===== config.mk =====
export PLATFORM = sky130hd
export DESIGN_NAME = infix_expression_evaluator
export DESIGN_NICKNAME = d
export VERILOG_FILES = /design/src/sv/iee_pkg.sv /design/src/sv/infix_expression_evaluator.sv
export SDC_FILE = /design/constraint.sdc
export NUM_CORES = 2
export LEC_CHECK = 0
export ABC_AREA = 1
export BUFFER_PORTS_ARGS = -buffer_cell sky130_fd_sc_hd__buf_2
export CAP_MARGIN = 15
export CORE_MARGIN = 2
export CORE_UTILIZATION = 35
export DETAILED_ROUTE_END_ITERATION = 10
export GPL_ROUTABILITY_DRIVEN = 0
export PLACE_DENSITY_LB_ADDON = 0.3
export SETUP_SLACK_MARGIN = 0.5
export SKIP_CTS_REPAIR_TIMING = 1
export SYNTH_ARGS = -nofsm -noshare
export SYNTH_HDL_FRONTEND = slang
export SYNTH_SLANG_ARGS = --single-unit

===== constraint.sdc =====
create_clock -name clk_i -period 7.3 [get_ports clk_i]
set_input_delay 1.825 -clock clk_i [delete_from_list [all_inputs] [get_ports clk_i]]
set_output_delay 1.825 -clock clk_i [all_outputs]
set_load 0.01 [all_outputs]

===== src/sv/iee_pkg.sv =====
// Types, character codes and state encodings of the infix expression evaluator.
package iee_pkg;

  localparam int unsigned DataW = 32;

  localparam logic [7:0] CH_NUL   = 8'h00;
  localparam logic [7:0] CH_SPACE = 8'h20;
  localparam logic [7:0] CH_PLUS  = 8'h2B;
  localparam logic [7:0] CH_MINUS = 8'h2D;
  localparam logic [7:0] CH_STAR  = 8'h2A;
  localparam logic [7:0] CH_SLASH = 8'h2F;
  localparam logic [7:0] CH_ZERO  = 8'h30;
  localparam logic [7:0] CH_NINE  = 8'h39;

  typedef enum logic [1:0] {
    ST_OK        = 2'd0,
    ST_BAD_CHAR  = 2'd1,
    ST_NO_NUMBER = 2'd2,
    ST_DIV_ZERO  = 2'd3
  } status_e;

  typedef enum logic [1:0] {
    PH_EXPECT = 2'd0,
    PH_NUMBER = 2'd1,
    PH_AFTER  = 2'd2,
    PH_DONE   = 2'd3
  } phase_e;

  typedef enum logic [1:0] {
    MP_NONE = 2'd0,
    MP_MUL  = 2'd1,
    MP_DIV  = 2'd2
  } mul_op_e;

  typedef enum logic [1:0] {
    S_IDLE = 2'd0,
    S_EXEC = 2'd1,
    S_DIV  = 2'd2,
    S_FIX  = 2'd3
  } state_e;

  typedef struct packed {
    logic [7:0] char_byte;
    logic       end_of_line;
  } in_item_t;

  typedef struct packed {
    logic signed [DataW-1:0] value;
    status_e                 status;
  } out_item_t;

endpackage


===== src/sv/infix_expression_evaluator.sv =====
// Streaming evaluator of one line of integer arithmetic, one character per transaction.
//
//  channel | direction | handshake            | payload
//  --------+-----------+----------------------+--------------------------------
//  in      | input     | in_valid_i/in_stall_o  | iee_pkg::in_item_t  (char, eol)
//  out     | output    | out_valid_o/out_stall_i| iee_pkg::out_item_t (value, status)
//
// A character is taken, then executed; one that ends a literal is folded first, then executed.
// One that ends a divisor adds set-up, the shared restoring divider, which retires
// one quotient bit a cycle, and a sign fix before the character is executed.
// End of line writes the output register; it waits there while out_stall_i holds
// a previous result, and the input stays stalled meanwhile.
// Reset (rst_ni low, asynchronous) leaves the block idle, ready for a new line.
module infix_expression_evaluator (
  input  logic                clk_i,
  input  logic                rst_ni,
  input  logic                in_valid_i,
  output logic                in_stall_o,
  input  iee_pkg::in_item_t   in_i,
  output logic                out_valid_o,
  input  logic                out_stall_i,
  output iee_pkg::out_item_t  out_o
);

  localparam int unsigned W = iee_pkg::DataW;
  localparam int unsigned CntW = $clog2(W);

  iee_pkg::state_e    state_q, state_d;
  iee_pkg::in_item_t  item_q, item_d;
  iee_pkg::phase_e    phase_q, phase_d;
  iee_pkg::mul_op_e   mul_q, mul_d;
  iee_pkg::status_e   error_q, error_d;
  logic               add_neg_q, add_neg_d;
  logic [W-1:0]       sum_q, sum_d;
  logic [W-1:0]       product_q, product_d;
  logic [W-1:0]       number_q, number_d;

  // divider
  logic [W-1:0]       div_rem_q, div_rem_d;
  logic [W-1:0]       div_quo_q, div_quo_d;
  logic               div_neg_q, div_neg_d;
  logic [CntW-1:0]    div_cnt_q, div_cnt_d;

  logic               out_valid_q, out_valid_d;
  iee_pkg::out_item_t out_q, out_d;

  logic [7:0]   ch;
  logic         eol;
  logic         is_digit;
  logic [3:0]   digit_val;
  logic         finish;
  logic         div_start;
  logic         out_free;
  logic [W-1:0] total;
  logic [W-1:0] mul_res;
  logic [W:0]   rem_shift;
  logic [W:0]   rem_diff;
  logic         rem_ge;

  assign ch        = item_q.char_byte;
  assign eol       = item_q.end_of_line;
  assign is_digit  = (ch >= iee_pkg::CH_ZERO) && (ch <= iee_pkg::CH_NINE);
  assign digit_val = ch[3:0];
  assign out_free  = !out_valid_q || !out_stall_i;
  assign total     = add_neg_q ? (sum_q - product_q) : (sum_q + product_q);
  assign mul_res   = product_q * number_q;

  // literal complete: fold it into the open term before handling the character
  assign finish    = (state_q == iee_pkg::S_EXEC) && (error_q == iee_pkg::ST_OK) &&
                     (phase_q == iee_pkg::PH_NUMBER) && (eol || !is_digit);
  assign div_start = finish && (mul_q == iee_pkg::MP_DIV) && (number_q != '0);

  // one restoring step; number_q holds the divisor magnitude while dividing
  assign rem_shift = {div_rem_q, div_quo_q[W-1]};
  assign rem_diff  = rem_shift - {1'b0, number_q};
  assign rem_ge    = !rem_diff[W];

  assign in_stall_o  = (state_q != iee_pkg::S_IDLE);
  assign out_valid_o = out_valid_q;
  assign out_o       = out_q;

  // next state
  always_comb begin
    state_d = state_q;
    case (state_q)
      iee_pkg::S_IDLE: begin
        if (in_valid_i) state_d = iee_pkg::S_EXEC;
      end
      iee_pkg::S_EXEC: begin
        if (div_start) begin
          state_d = iee_pkg::S_DIV;
        end else if (finish) begin
          state_d = iee_pkg::S_EXEC;
        end else if (eol && !out_free) begin
          state_d = iee_pkg::S_EXEC;
        end else begin
          state_d = iee_pkg::S_IDLE;
        end
      end
      iee_pkg::S_DIV: begin
        if (div_cnt_q == CntW'(W - 1)) state_d = iee_pkg::S_FIX;
      end
      iee_pkg::S_FIX: state_d = iee_pkg::S_EXEC;
      default: state_d = iee_pkg::S_IDLE;
    endcase
  end

  // datapath
  always_comb begin
    item_d      = item_q;
    phase_d     = phase_q;
    mul_d       = mul_q;
    error_d     = error_q;
    add_neg_d   = add_neg_q;
    sum_d       = sum_q;
    product_d   = product_q;
    number_d    = number_q;
    div_rem_d   = div_rem_q;
    div_quo_d   = div_quo_q;
    div_neg_d   = div_neg_q;
    div_cnt_d   = div_cnt_q;
    out_valid_d = out_valid_q && out_stall_i;
    out_d       = out_q;

    case (state_q)
      iee_pkg::S_IDLE: begin
        if (in_valid_i) item_d = in_i;
      end
      iee_pkg::S_EXEC: begin
        if (finish) begin
          case (mul_q)
            iee_pkg::MP_MUL: begin
              product_d = mul_res;
              mul_d     = iee_pkg::MP_NONE;
              number_d  = '0;
              phase_d   = iee_pkg::PH_AFTER;
            end
            iee_pkg::MP_DIV: begin
              if (number_q == '0) begin
                error_d = iee_pkg::ST_DIV_ZERO;
              end else begin
                div_rem_d = '0;
                div_quo_d = product_q[W-1] ? (W'(0) - product_q) : product_q;
                number_d  = number_q[W-1] ? (W'(0) - number_q) : number_q;
                div_neg_d = product_q[W-1] ^ number_q[W-1];
                div_cnt_d = '0;
              end
            end
            default: begin
              product_d = number_q;
              mul_d     = iee_pkg::MP_NONE;
              number_d  = '0;
              phase_d   = iee_pkg::PH_AFTER;
            end
          endcase
        end else if (eol) begin
          if (out_free) begin
            out_valid_d = 1'b1;
            if (error_q == iee_pkg::ST_OK && phase_q == iee_pkg::PH_EXPECT) begin
              out_d.status = iee_pkg::ST_NO_NUMBER;
              out_d.value  = '0;
            end else if (error_q == iee_pkg::ST_OK) begin
              out_d.status = iee_pkg::ST_OK;
              out_d.value  = total;
            end else begin
              out_d.status = error_q;
              out_d.value  = '0;
            end
            phase_d   = iee_pkg::PH_EXPECT;
            mul_d     = iee_pkg::MP_NONE;
            error_d   = iee_pkg::ST_OK;
            add_neg_d = 1'b0;
            sum_d     = '0;
            product_d = '0;
            number_d  = '0;
          end
        end else if (error_q != iee_pkg::ST_OK || phase_q == iee_pkg::PH_DONE) begin
          // rest of the line is ignored
        end else if (phase_q == iee_pkg::PH_NUMBER) begin
          number_d = (number_q << 3) + (number_q << 1) + W'(digit_val);
        end else if (ch == iee_pkg::CH_SPACE) begin
          // skipped
        end else if (phase_q == iee_pkg::PH_EXPECT) begin
          if (is_digit) begin
            number_d = W'(digit_val);
            phase_d  = iee_pkg::PH_NUMBER;
          end else if (ch == iee_pkg::CH_NUL || ch == iee_pkg::CH_PLUS ||
                       ch == iee_pkg::CH_MINUS || ch == iee_pkg::CH_STAR ||
                       ch == iee_pkg::CH_SLASH) begin
            error_d = iee_pkg::ST_NO_NUMBER;
          end else begin
            error_d = iee_pkg::ST_BAD_CHAR;
          end
        end else begin
          if (ch == iee_pkg::CH_STAR) begin
            mul_d   = iee_pkg::MP_MUL;
            phase_d = iee_pkg::PH_EXPECT;
          end else if (ch == iee_pkg::CH_SLASH) begin
            mul_d   = iee_pkg::MP_DIV;
            phase_d = iee_pkg::PH_EXPECT;
          end else if (ch == iee_pkg::CH_PLUS || ch == iee_pkg::CH_MINUS) begin
            sum_d     = total;
            add_neg_d = (ch == iee_pkg::CH_MINUS);
            product_d = '0;
            mul_d     = iee_pkg::MP_NONE;
            phase_d   = iee_pkg::PH_EXPECT;
          end else if (is_digit || ch == iee_pkg::CH_NUL) begin
            phase_d = iee_pkg::PH_DONE;
          end else begin
            error_d = iee_pkg::ST_BAD_CHAR;
          end
        end
      end
      iee_pkg::S_DIV: begin
        div_rem_d = rem_ge ? rem_diff[W-1:0] : rem_shift[W-1:0];
        div_quo_d = {div_quo_q[W-2:0], rem_ge};
        div_cnt_d = div_cnt_q + CntW'(1);
      end
      iee_pkg::S_FIX: begin
        product_d = div_neg_q ? (W'(0) - div_quo_q) : div_quo_q;
        mul_d     = iee_pkg::MP_NONE;
        number_d  = '0;
        phase_d   = iee_pkg::PH_AFTER;
      end
      default: ;
    endcase
  end

  always_ff @(posedge clk_i or negedge rst_ni) begin
    if (!rst_ni) begin
      state_q     <= iee_pkg::S_IDLE;
      phase_q     <= iee_pkg::PH_EXPECT;
      mul_q       <= iee_pkg::MP_NONE;
      error_q     <= iee_pkg::ST_OK;
      add_neg_q   <= 1'b0;
      sum_q       <= '0;
      product_q   <= '0;
      number_q    <= '0;
      out_valid_q <= 1'b0;
    end else begin
      state_q     <= state_d;
      phase_q     <= phase_d;
      mul_q       <= mul_d;
      error_q     <= error_d;
      add_neg_q   <= add_neg_d;
      sum_q       <= sum_d;
      product_q   <= product_d;
      number_q    <= number_d;
      out_valid_q <= out_valid_d;
    end
  end

  always_ff @(posedge clk_i) begin
    item_q    <= item_d;
    div_rem_q <= div_rem_d;
    div_quo_q <= div_quo_d;
    div_neg_q <= div_neg_d;
    div_cnt_q <= div_cnt_d;
    out_q     <= out_d;
  end

  a_div_nonzero: assert property (@(posedge clk_i) disable iff (!rst_ni)
    (state_q == iee_pkg::S_DIV) |-> (number_q != '0))
    else $error("divide running with zero divisor");

  a_div_len: assert property (@(posedge clk_i) disable iff (!rst_ni)
    (state_q == iee_pkg::S_DIV && div_cnt_q == CntW'(W - 1)) |=> (state_q == iee_pkg::S_FIX))
    else $error("divide did not end after its last quotient bit");

  a_err_value: assert property (@(posedge clk_i) disable iff (!rst_ni)
    (out_valid_q && out_q.status != iee_pkg::ST_OK) |-> (out_q.value == '0))
    else $error("error result with nonzero value");

  a_err_sticky: assert property (@(posedge clk_i) disable iff (!rst_ni)
    (error_q != iee_pkg::ST_OK && state_q != iee_pkg::S_EXEC) |=> (error_q == $past(error_q)))
    else $error("error code changed outside execution");

endmodule


==> run metrics <==
Mapped Area=34900 sq um; Top Ports=approximately 50; Relative slew margins=about 29%; number of global-route vias before repair=just over 30000; setup violators final=0; crit path launch type=flip-flop; Syn Nets=approximately 5500; worst min-delay path startpoint=sum_q[4]$_DFFE_PN0P_; hold_ws=between 0.4 and 0.5 ns; period utilization=91.9%; r2r endpoint=product_q[31]$_DFFE_PN0P_; RSZ-0062 raised after global routing=yes; gr ovfl total=0; DR vias=30600; met2 routed WL=about 50 mm; DR WL/cell=about 18 microns; worst r2r path cells=25; WHS Endpoint=sum_q[4]$_DFFE_PN0P_; Lkg Pwr=20.8 nW; TritonRoute pass-1 iters=7; CTS Buffer Depth=3; first-iteration detailed-routing DRC count=2700; max-slew violation count=0; fmax=149 MHz; Hold Crit Class=reg2reg; final instance area=roughly 38000 sq um; crit path DAT=7.18 ns; DR top layer=met5; FF-to-FF Start=number_q[11]$_DFFE_PN0P_; I/O Buffers=48; fin nets=roughly 5500; Max rail drop VDD=0.204 mV; Routed WL=107 mm; largest cells by area after synthesis=fa_1 (24%), nand2_1 (13%), inv_1 (11%); share of cells above drive strength 1=between 7 and 8%; Fin Setup TNS=0 ns; DPL Wire Length=86.9 mm; Synth cell types=slightly below 70; Clock Latency Late Sink=just over 0.6 ns; top-area cell type share of the netlist area=23.6%; YS warnings=0; max-cap viol count=0; Clock Pin Slew Worst Setup and Hold Paths=~0.060 ns; #FFs+latches synth=between 200 and 250; routed metal-1 wire length=47.2 mm; dpl cell area=approximately 37000 sq um; Worst R2R Setup Slack=0.59 ns; row count=about 120; H-tree depth=1; WL met3=roughly 6.3 mm; Crit Path Class=reg2reg; Synth area leader=fa_1; largest net degree at the start of global routing=70; Mapped Avg Cell Area=7.29 sq um; Critical Path RT=approximately 7.8 ns; Worst path max stage delay=roughly 0.6 ns; Root Buffer=clkbuf_16; Hold Path Depth=2; most used cell, CP=fa_1; clk_skew=~0.028 ns; Fillers=between 10000 and 15000; Total Die Area=between 100000 and 150000 sq um; number of synthesized flops with an enable pin=between 100 and 150; Cells after Synth=roughly 4800; Synth async-reset ratio=between 40% and 50%; clock sinks=approximately 220; Finished Layout Cells=between 6000 and 7000; die height=320 microns; largest fanout on the critical path=17; CTS tree=yes; core area=roughly 99000 sq um; Top delay family on crit path=adder cells; number of diodes=0; area grow syn2layout=9.47%; Buf/Inv on CP=5; GRT Overall Usage=about a fifth; most common cell after layout, fill and taps aside=nand2_1; Die Wd=320 microns; first-pass GRT wire length=around 170 mm; detailed-route DRC error count=0; TritonCTS Buffers=27; Critical Path Slowest Stage Cell=fa_1; minimum clock period=between 6 and 7 ns; post-route ant nets=0; status=completed; final hold violations=0; commonest non-fill, non-tap cells in the layout=nand2_1 (1177), inv_1 (1027), fa_1 (410); Post-synth top flop=edfxtp_1; Slew @ Worst Pin=between 1 and 1.5 ns; CP endpoint kind=flip-flop; Placed Cells=6022; PwrDens=~310 nW/um^2; Via density=5.02; Starting Density=around 35%; antenna violations before repair=5; post-synthesis sequential area ratio=around 17%
==> cell usage after synthesis, drive strengths merged (4+ instances only) <==
| cell type | number |
|---|---|
| a211oi | 6 |
| a21boi | 8 |
| a21o | 14 |
| a21oi | 243 |
| a22oi | 15 |
| a31oi | 20 |
| buf | 68 |
| clkbuf | 148 |
| clkinv | 4 |
| dfrtp | 106 |
| edfxtp | 113 |
| fa | 412 |
| ha | 254 |
| inv | 1043 |
| nand2 | 1192 |
| nand3 | 181 |
| nand3b | 15 |
| nand4 | 30 |
| nor2 | 337 |
| nor3 | 51 |
| nor4 | 15 |
| o211ai | 31 |
| o21a | 7 |
| o21ai | 285 |
| o21bai | 10 |
| o221ai | 4 |
| o22ai | 11 |
| o31ai | 6 |
| o32ai | 4 |
| or2 | 8 |
| xnor2 | 30 |
| xor2 | 103 |
==> report_power, final <==
part           internal, mW  leakage, nW  switching (mW)  total [mW]
registers              1.68         2.39           0.380        2.06
logic                  2.90         17.9            5.36        8.26
clock network         0.806        0.441           0.618        1.42
==> cell families after synthesis <==
| kind of cell | after synthesis | share of synthesized area, % |
|---|---|---|
| multiplexers | 1 | 0.0287 |
| AO/OA/AOI/OAI | 672 | 10.8 |
| XOR/XNOR | 133 | 3.34 |
| AND/OR/NAND/NOR | 1836 | 21.9 |
| buffers and inverters | 1263 | 13.9 |
| adder cells (fa/ha/maj) | 666 | 32.7 |
| flip-flops | 219 | 17.3 |
==> state kept, by name, indices dropped and copies added (netlist names), 5 cells and up <==
signal	flops
out_o	34
div_quo_q	32
div_rem_q	32
number_q	32
product_q	32
sum_q	32
ch	8
div_cnt_q	5
==> layer usage <==
metal / vias to the layer above / GRT usage [%]
met5: - / 0
met4: 2 / 6.11
met3: 177 / 2.29
met2: 828 / 34.7
met1: 14900 / 28.4
li1: 14700 / -
==> layout make-up <==
type	count	area [sq um]	share of cell area (%)
multi-input cells	3308	24300	63.5
flip-flops and latches	219	6090	15.9
well taps	1287	1610	4.21
repair buffers	182	1410	3.68
clock buffers	37	764	2.00
clock inverters	13	136	0.357
inverters	1047	3940	10.3
==> tightest hold or removal path, cell delays in order (launching register included) <==
cell and delay (ns):
dfrtp_1 0.35, nand2_1 0.05, o21ai_0 0.06
==> through the flow <==
step | worst slack (ns) | total power, mW | utilization [%]
6_report | 0.589 | 11.7 | 38.8
5_1_grt | 0.329 | 12.8 | 38.8
4_1_cts | 0.350 | 11.3 | 38.2
3_5_place_dp | 0.410 | 9.76 | 37.2
3_3_place_gp | 0.414 | 9.71 | 37.2
2_1_floorplan | 0.523 | 7.34 | -
==> how the worst max path moves through the flow <==
| stage | startpoint | cells past startpoint | to |
|---|---|---|---|
| 2_1_floorplan | number_q[6]$_DFFE_PN0P_ | 28 | product_q[29]$_DFFE_PN0P_ |
| 3_3_place_gp | product_q[6]$_DFFE_PN0P_ | 25 | product_q[31]$_DFFE_PN0P_ |
| 3_5_place_dp | product_q[6]$_DFFE_PN0P_ | 25 | product_q[31]$_DFFE_PN0P_ |
| 4_1_cts | product_q[9]$_DFFE_PN0P_ | 26 | product_q[30]$_DFFE_PN0P_ |
| 5_1_grt | product_q[11]$_DFFE_PN0P_ | 25 | product_q[21]$_DFFE_PN0P_ |
| 6_report | number_q[11]$_DFFE_PN0P_ | 25 | product_q[31]$_DFFE_PN0P_ |
Note: power is estimated with default switching activity, not from simulation.
